### src/rtl/kmdr_pkg.sv
`timescale 1ns / 1ps
// ----------------------------------------------------------------------------
// Key matrix debounce reporter package
// Request and response types and the fixed constants of the report packet.
// ----------------------------------------------------------------------------
package kmdr_pkg;

   localparam int INPUT_ROWS = 6;
   localparam int INPUT_COLS = 7;
   localparam int CNT_W      = 4;
   localparam int BYTE_W     = 8;
   localparam int SNAP_DEPTH = 2;

   localparam logic [CNT_W-1:0]  THRESHOLD_RESET = 4'd5;
   localparam logic [BYTE_W-1:0] FRAME_START     = 8'hAA;
   localparam logic [BYTE_W-1:0] FRAME_END       = 8'h55;

   typedef struct packed {
      logic [INPUT_COLS-1:0] row5_keys;
      logic [INPUT_COLS-1:0] row4_keys;
      logic [INPUT_COLS-1:0] row3_keys;
      logic [INPUT_COLS-1:0] row2_keys;
      logic [INPUT_COLS-1:0] row1_keys;
      logic [INPUT_COLS-1:0] row0_keys;
   } req_type;

   typedef struct packed {
      logic [BYTE_W-1:0] packet_byte;
      logic              last_of_packet;
   } rsp_type;

endpackage

### src/rtl/kmdr_front.sv
`timescale 1ns / 1ps
// ----------------------------------------------------------------------------
// Key matrix debounce front end
// Per-key integrating counters and debounced bits; queues a snapshot of the
// debounced matrix whenever a bit changes or no report has gone out yet.
// ----------------------------------------------------------------------------
module kmdr_front #(
   parameter int ROWS = 6,
   parameter int COLS = 7
) (
   input  logic                              clock,
   input  logic                              reset,
   input  logic                              accept,
   input  kmdr_pkg::req_type                 req_data,
   input  logic                              csr_wr_en,
   input  logic [kmdr_pkg::CNT_W-1:0]        csr_wr_data,
   output logic                              snap_push,
   output logic [ROWS*COLS-1:0]              snap_data
);

   localparam int KEYS = ROWS * COLS;

   logic [kmdr_pkg::INPUT_ROWS-1:0][kmdr_pkg::INPUT_COLS-1:0] in_rows;
   logic [KEYS-1:0]                  raw;
   logic [kmdr_pkg::CNT_W-1:0]       thr_ff;
   logic [kmdr_pkg::CNT_W-1:0]       cnt_ff [KEYS];
   logic [kmdr_pkg::CNT_W-1:0]       cnt_in [KEYS];
   logic [KEYS-1:0]                  stable_ff;
   logic [KEYS-1:0]                  stable_in;
   logic [KEYS-1:0]                  key_chg;
   logic                             sent_once_ff;

   assign in_rows = {req_data.row5_keys, req_data.row4_keys, req_data.row3_keys,
                     req_data.row2_keys, req_data.row1_keys, req_data.row0_keys};

   for (genvar r = 0; r < ROWS; r++) begin : g_row
      for (genvar c = 0; c < COLS; c++) begin : g_col
         if (r < kmdr_pkg::INPUT_ROWS && c < kmdr_pkg::INPUT_COLS) begin : g_in
            assign raw[r*COLS+c] = in_rows[r][c];
         end else begin : g_none
            assign raw[r*COLS+c] = 1'b0;
         end
      end
   end

   always_comb begin
      for (int i = 0; i < KEYS; i++) begin
         cnt_in[i]    = cnt_ff[i];
         stable_in[i] = stable_ff[i];
         key_chg[i]   = 1'b0;
         if (accept) begin
            if (raw[i]) begin
               if (cnt_ff[i] < thr_ff) begin
                  cnt_in[i] = cnt_ff[i] + 4'd1;
               end
               if (cnt_in[i] == thr_ff && !stable_ff[i]) begin
                  stable_in[i] = 1'b1;
                  key_chg[i]   = 1'b1;
               end
            end else begin
               if (cnt_ff[i] != '0) begin
                  cnt_in[i] = cnt_ff[i] - 4'd1;
               end
               if (cnt_in[i] == '0 && stable_ff[i]) begin
                  stable_in[i] = 1'b0;
                  key_chg[i]   = 1'b1;
               end
            end
         end
      end
   end

   assign snap_push = accept && ((|key_chg) || !sent_once_ff);
   assign snap_data = stable_in;

   always_ff @(posedge clock) begin
      if (reset) begin
         thr_ff       <= kmdr_pkg::THRESHOLD_RESET;
         stable_ff    <= '0;
         sent_once_ff <= 1'b0;
         for (int i = 0; i < KEYS; i++) begin
            cnt_ff[i] <= '0;
         end
      end else begin
         if (csr_wr_en) begin
            thr_ff <= csr_wr_data;
         end
         stable_ff <= stable_in;
         if (snap_push) begin
            sent_once_ff <= 1'b1;
         end
         for (int i = 0; i < KEYS; i++) begin
            cnt_ff[i] <= cnt_in[i];
         end
      end
   end

endmodule

### src/rtl/kmdr_snap_fifo.sv
`timescale 1ns / 1ps
// ----------------------------------------------------------------------------
// Key matrix snapshot queue
// Two-entry queue of debounced snapshots between front end and serialiser.
// ----------------------------------------------------------------------------
module kmdr_snap_fifo #(
   parameter int WIDTH = 42
) (
   input  logic             clock,
   input  logic             reset,
   input  logic             wr_en,
   input  logic [WIDTH-1:0] wr_data,
   output logic             full,
   input  logic             rd_en,
   output logic             rd_valid,
   output logic [WIDTH-1:0] rd_data
);

   localparam int PTR_W = $clog2(kmdr_pkg::SNAP_DEPTH);
   localparam int CNT_W = $clog2(kmdr_pkg::SNAP_DEPTH + 1);
   localparam logic [CNT_W-1:0] DEPTH_C = CNT_W'(kmdr_pkg::SNAP_DEPTH);

   logic [WIDTH-1:0] entry_ff [kmdr_pkg::SNAP_DEPTH];
   logic [PTR_W-1:0] wr_ptr_ff;
   logic [PTR_W-1:0] rd_ptr_ff;
   logic [CNT_W-1:0] count_ff;
   logic [CNT_W-1:0] count_in;

   assign full     = (count_ff == DEPTH_C);
   assign rd_valid = (count_ff != '0);
   assign rd_data  = entry_ff[rd_ptr_ff];

   always_comb begin
      count_in = count_ff;
      if (wr_en && !(rd_en && rd_valid)) begin
         count_in = count_ff + CNT_W'(1);
      end else if (!wr_en && rd_en && rd_valid) begin
         count_in = count_ff - CNT_W'(1);
      end
   end

   always_ff @(posedge clock) begin
      if (wr_en) begin
         entry_ff[wr_ptr_ff] <= wr_data;
      end
   end

   always_ff @(posedge clock) begin
      if (reset) begin
         wr_ptr_ff <= '0;
         rd_ptr_ff <= '0;
         count_ff  <= '0;
      end else begin
         if (wr_en) begin
            wr_ptr_ff <= wr_ptr_ff + PTR_W'(1);
         end
         if (rd_en && rd_valid) begin
            rd_ptr_ff <= rd_ptr_ff + PTR_W'(1);
         end
         count_ff <= count_in;
      end
   end

endmodule

### src/rtl/kmdr_back.sv
`timescale 1ns / 1ps
// ----------------------------------------------------------------------------
// Key matrix report serialiser
// Turns one snapshot into the framed packet: start, row bytes, XOR, end.
// ----------------------------------------------------------------------------
module kmdr_back #(
   parameter int ROWS = 6,
   parameter int COLS = 7
) (
   input  logic                  clock,
   input  logic                  reset,
   input  logic                  snap_valid,
   input  logic [ROWS*COLS-1:0]  snap_data,
   output logic                  snap_pop,
   output logic                  empty,
   input  logic                  pop,
   output kmdr_pkg::rsp_type     rsp_data
);

   localparam int IDX_W = $clog2(ROWS + 3);
   localparam int ROW_W = (ROWS > 1) ? $clog2(ROWS) : 1;
   localparam logic [IDX_W-1:0] ROWS_IDX = IDX_W'(ROWS);
   localparam logic [IDX_W-1:0] SUM_IDX  = IDX_W'(ROWS + 1);
   localparam logic [IDX_W-1:0] LAST_IDX = IDX_W'(ROWS + 2);

   logic [ROWS-1:0][COLS-1:0]       snap_ff;
   logic [ROWS-1:0][COLS-1:0]       snap_in;
   logic [IDX_W-1:0]                idx_ff;
   logic [IDX_W-1:0]                idx_in;
   logic [IDX_W-1:0]                idx_dec;
   logic [ROW_W-1:0]                row_sel;
   logic                            busy_ff;
   logic                            busy_in;
   logic                            out_valid_ff;
   logic                            out_valid_in;
   kmdr_pkg::rsp_type               out_ff;
   kmdr_pkg::rsp_type               out_in;
   logic [kmdr_pkg::BYTE_W-1:0]     check;
   logic [kmdr_pkg::BYTE_W-1:0]     cur_byte;
   logic                            advance;

   assign idx_dec = idx_ff - IDX_W'(1);
   assign row_sel = idx_dec[ROW_W-1:0];
   assign advance = !out_valid_ff || pop;

   always_comb begin
      check = '0;
      for (int r = 0; r < ROWS; r++) begin
         check = check ^ kmdr_pkg::BYTE_W'(snap_ff[r]);
      end
   end

   always_comb begin
      priority if (idx_ff <= ROWS_IDX) begin
         cur_byte = kmdr_pkg::BYTE_W'(snap_ff[row_sel]);
      end else if (idx_ff == SUM_IDX) begin
         cur_byte = check;
      end else begin
         cur_byte = kmdr_pkg::FRAME_END;
      end
   end

   always_comb begin
      snap_in      = snap_ff;
      idx_in       = idx_ff;
      busy_in      = busy_ff;
      out_valid_in = out_valid_ff;
      out_in       = out_ff;
      snap_pop     = 1'b0;
      if (advance) begin
         if (busy_ff) begin
            out_valid_in          = 1'b1;
            out_in.packet_byte    = cur_byte;
            out_in.last_of_packet = (idx_ff == LAST_IDX);
            idx_in                = idx_ff + IDX_W'(1);
            if (idx_ff == LAST_IDX) begin
               busy_in = 1'b0;
            end
         end else if (snap_valid) begin
            snap_pop              = 1'b1;
            snap_in               = snap_data;
            idx_in                = IDX_W'(1);
            busy_in               = 1'b1;
            out_valid_in          = 1'b1;
            out_in.packet_byte    = kmdr_pkg::FRAME_START;
            out_in.last_of_packet = 1'b0;
         end else begin
            out_valid_in = 1'b0;
         end
      end
   end

   always_ff @(posedge clock) begin
      snap_ff <= snap_in;
      idx_ff  <= idx_in;
      out_ff  <= out_in;
   end

   always_ff @(posedge clock) begin
      if (reset) begin
         busy_ff      <= 1'b0;
         out_valid_ff <= 1'b0;
      end else begin
         busy_ff      <= busy_in;
         out_valid_ff <= out_valid_in;
      end
   end

   assign empty    = !out_valid_ff;
   assign rsp_data = out_ff;

endmodule

### src/rtl/key_matrix_debounce_reporter_top.sv
`timescale 1ns / 1ps
// ----------------------------------------------------------------------------
// Key matrix debounce reporter
// Debounces a key matrix scan by scan and reports changes as framed packets.
// ----------------------------------------------------------------------------
// A reporting request is queued, then its start byte is registered.
// Throughput: one request per cycle while the two-entry snapshot queue has room;
// reports drain one byte per cycle while pop is high; packets hold ROWS+3 bytes.
// Reset: counters, debounced bits and queues clear; threshold returns to 5;
// the first request after reset always produces a packet.
module key_matrix_debounce_reporter_top #(
   parameter int ROWS = 6,
   parameter int COLS = 7
) (
   input  logic                        clock,
   input  logic                        reset,
   input  logic                        push,
   output logic                        full,
   input  kmdr_pkg::req_type           req_data,
   output logic                        empty,
   input  logic                        pop,
   output kmdr_pkg::rsp_type           rsp_data,
   input  logic                        csr_wr_en,
   input  logic [kmdr_pkg::CNT_W-1:0]  csr_wr_data
);

   localparam int KEYS = ROWS * COLS;

   logic            accept;
   logic            snap_push;
   logic [KEYS-1:0] snap_wr_data;
   logic            snap_valid;
   logic [KEYS-1:0] snap_rd_data;
   logic            snap_pop;

   assign accept = push && !full;

   kmdr_front #(.ROWS(ROWS), .COLS(COLS)) u_front (
      .clock       (clock),
      .reset       (reset),
      .accept      (accept),
      .req_data    (req_data),
      .csr_wr_en   (csr_wr_en),
      .csr_wr_data (csr_wr_data),
      .snap_push   (snap_push),
      .snap_data   (snap_wr_data)
   );

   kmdr_snap_fifo #(.WIDTH(KEYS)) u_fifo (
      .clock    (clock),
      .reset    (reset),
      .wr_en    (snap_push),
      .wr_data  (snap_wr_data),
      .full     (full),
      .rd_en    (snap_pop),
      .rd_valid (snap_valid),
      .rd_data  (snap_rd_data)
   );

   kmdr_back #(.ROWS(ROWS), .COLS(COLS)) u_back (
      .clock      (clock),
      .reset      (reset),
      .snap_valid (snap_valid),
      .snap_data  (snap_rd_data),
      .snap_pop   (snap_pop),
      .empty      (empty),
      .pop        (pop),
      .rsp_data   (rsp_data)
   );

endmodule

### config.mk
export PLATFORM = sky130hd
export DESIGN_NAME = key_matrix_debounce_reporter_top
export DESIGN_NICKNAME = d
export VERILOG_FILES = /design/src/rtl/kmdr_pkg.sv /design/src/rtl/kmdr_front.sv /design/src/rtl/kmdr_snap_fifo.sv /design/src/rtl/kmdr_back.sv /design/src/rtl/key_matrix_debounce_reporter_top.sv
export SDC_FILE = /design/constraint.sdc
export NUM_CORES = 1
export LEC_CHECK = 0
export BUFFER_PORTS_ARGS = -buffer_cell sky130_fd_sc_hd__buf_2
export CORE_ASPECT_RATIO = 0.7
export CORE_MARGIN = 2
export CORE_UTILIZATION = 45
export CTS_CLUSTER_SIZE = 30
export DETAILED_ROUTE_END_ITERATION = 16
export HOLD_SLACK_MARGIN = 0.15
export SYNTH_ARGS = -nofsm -noshare
export SYNTH_HDL_FRONTEND = slang
export SYNTH_HIERARCHICAL = 1
export SYNTH_SLANG_ARGS = --single-unit
### constraint.sdc
create_clock -name clock -period 7.7 [get_ports clock]
set_input_delay 0.77 -clock clock [delete_from_list [all_inputs] [get_ports clock]]
set_output_delay 0.77 -clock clock [all_outputs]
set_load 0.03 [all_outputs]
==> out/metrics.cfg <==
[floorplanning]
io-pin-count = 62
rows = 77
die_h_um = 217
initial_core_util_pct = 45.7
core_sq_um = 63500
die_w_um = 308
dieArea_sq_um = 66600

[critical_path]
worstSetupEndpointType = flop
path_max_fanout = 34
worstPathArrival_ps = 5770
required_ps = 7960
critical_path_class = reg2reg
r2r_cells = 14
start_kind = flop

[drt]
avgViaCountPerCell = 5.83
drc_errors = 0
num_vias = 25000
wire_per_inst_um = 19.0
wirelength_um = 81400
ant_nets = 0
dr.pass1.iters = 6
drt_iter0_markers = 2222

[hold_path]
hold_depth = 3
hp-class = in2reg

[clock_tree]
post_cts_resized = 0
htree_num_levels = 2
hold_buffers = 0
insertion_delay_ps = 600
cts.sinks = 361
clk_pin_slew_ps = 60
numCtsBuffers = 42
cts_setup_buffers = 0
clockBufferDepth = 3
cts-root-buf = clkbuf_16
cts_tree = yes

[final_layout]
drive_gt1_share_pct = 7.67
nets = 3688
syn2layout_area_growth_pct = 6.48
final_cells = 4287

[sta]
skew_ps = 30.0
grt_setup_unrepaired = no
setup-violations-final = 0
finalCritPeriodShare_pct = 71.6
fin_ws_ps = 2190
fin_crit_ps = 5510
tightest_slew_ps = 1200
final-max-slew-violation-count = 0
fmax_mhz = 181
hold_viol_final = 0
slew-limit-headroom_pct = 18.8
tns_ps = 0

[logic_synthesis]
syn_area_sq_um = 29000
yosys_warnings = 6
avgSynthCellArea_sq_um = 8.24
async_flop_share_pct = 0
synth_compound_area_share_pct = 18.9
synthFlopType = dfxtp_1
synth-xor-area-share_pct = 11.5
synth_most_common_cell = nor2_1
postSynthCellCount = 3522
yosysSeqAreaShare_pct = 29.7
synth_top_family_by_area = simple AND/OR/NAND/NOR gates
ys_ff_latch = 361
synth_simple_gate_area_share_pct = 21.1
synth_adder_area_share_pct = 9.18
synth_cell_types = 87
yosysTopAreaCellShare_pct = 15.3
muxShareOfSynthArea_pct = 3.71
synth_edf_count = 139
yosysTopAreaCell = dfxtp_1
synth_nets = 3786
ys_top_cells_by_count = nor2_1 (312), a21oi_1 (294), nand2_1 (251)
yosys-top-cells-area = dfxtp_1 (15%), edfxtp_1 (14%), ha_1 (9.2%)

[grt]
grt_util_all_layers_pct = 24.1
grt_pass1_wl_um = 129000
grt_max_degree = 125
grt_remaining_overflow = 0
grt_pass1_vias = 22700
antenna_found_initial = 10

[placed_design]
port_buffers = 61
post-place-ws_ps = 2300
hpwlAfterDp_um = 55100
gp_congestion = 0.845
post-place-cells = 4209

[power_and_ir_drop]
powerDensity_nw_per_um2 = 244
p_leak_nw = 11.7
ir_drop_mv = 0.144

[outcome]
outcome = finished, final reports clean

[job]
max_cap_viol_count = 0

## worst max-delay path: stages (launching register included)
cell and delay (ps):
dfxtp_4 450, inv_2 290, buf_4 620, ha_1 340, or2_2 270, a21oi_1 170
o21ai_0 120, xor2_1 250, xnor2_1 180, nand3_1 110, o311ai_0 790, nor3_1 140
a41oi_2 330, nor2b_4 600, buf_4 440
## layout make-up
| class | instances | area (sq um) |
|---|---|---|
| well taps | 829 | 1040 |
| clock inverters | 17 | 235 |
| clock buffers | 59 | 1120 |
| repair buffers | 84 | 509 |
| flip-flops and latches | 361 | 8630 |
| diodes | 2 | 5.00 |
| multi-input cells | 2761 | 18700 |
| inverters | 174 | 657 |
| fillers | 6088 | 32600 |
## cells in the final DEF (no fill, tap or decap), types with 20 or more instances in the layout
master,count
nor4_1,42
nor3_1,141
nand3b_1,27
a31oi_1,43
and3_1,21
a21o_1,20
nand2b_1,46
a21oi_1,294
a32oi_1,20
nor4b_1,44
o211ai_1,27
o21ai_0,238
xnor2_1,237
a211oi_1,33
clkbuf_16,42
nand2_1,251
buf_4,21
nor2_1,312
mux2_2,51
or4_1,21
nor2b_1,35
nand4_1,34
or3_1,67
a221oi_1,20
dfxtp_1,217
and2_1,22
edfxtp_1,139
inv_1,168
buf_2,60
nand3_1,68
mux2i_1,30
ha_1,213
xor2_1,142
## registers in the layout (all words and copies together) (netlist names), 2 cells and up, named ones only
register           cells
u_fifo/entry_ff       84
u_front/cnt_ff       168
u_back/snap_ff        42
u_front/thr_ff         4
u_fifo/count_ff        2
u_back/rsp_data        9
u_front/stable_ff     42
u_back/idx_ff          4
## metrics by stage
stage          hold slack (ps)  total power, mW  instance area [sq um]  utilization [%]
2_1_floorplan              434             4.87                  29000                -
3_3_place_gp               455             5.49                  29500             46.5
3_5_place_dp               460             5.49                  29500             46.5
4_1_cts                    400             7.58                  30900             48.7
5_1_grt                    433             8.08                  30900             48.7
6_report                   437             7.54                  30900             48.7
## metal layers
metal	up-vias	share of wire (%)	GRT usage [%]	routed length (um)
met3	109	7.7	5.44	6280
met1	11700	50	36.0	40600
met2	663	40	34.6	32700
met5	-	0.14	0.654	111
li1	12500	-	-	-
met4	10	2.1	6.24	1680
## where the power goes
group | internal [mW] | leakage, nW | switching [mW]
clock network | 1.17 | 0.643 | 0.878
registers | 2.29 | 3.14 | 0.371
logic | 1.20 | 7.89 | 1.63
## cell families (layout without fill, tap and decap cells)
kind of cell / after synthesis / count (layout)
buf+inv: 400 / 334
xor+xnor: 380 / 380
flops: 361 / 361
fa+ha+maj: 213 / 213
compound gates: 875 / 875
mux: 92 / 92
other cells: 0 / 2
simple gates: 1201 / 1201
## final timing paths
kind | start | slack [ps] | endpoint
worst max-delay path | u_front/thr_ff[2]$_SDFFE_PP1P_ | 2190 | u_fifo/entry_ff[0][19]$_DFFE_PP_
worst min register to register | u_front/sent_once_ff$_SDFFE_PP0P_ | 480 | u_front/sent_once_ff$_SDFFE_PP0P_
worst min-delay path | csr_wr_data[0] | 440 | u_front/thr_ff[0]$_SDFFE_PP1P_
worst max register to register | u_front/thr_ff[2]$_SDFFE_PP1P_ | 2190 | u_fifo/entry_ff[0][19]$_DFFE_PP_
No activity file was read; power rests on OpenSTA's default activity.
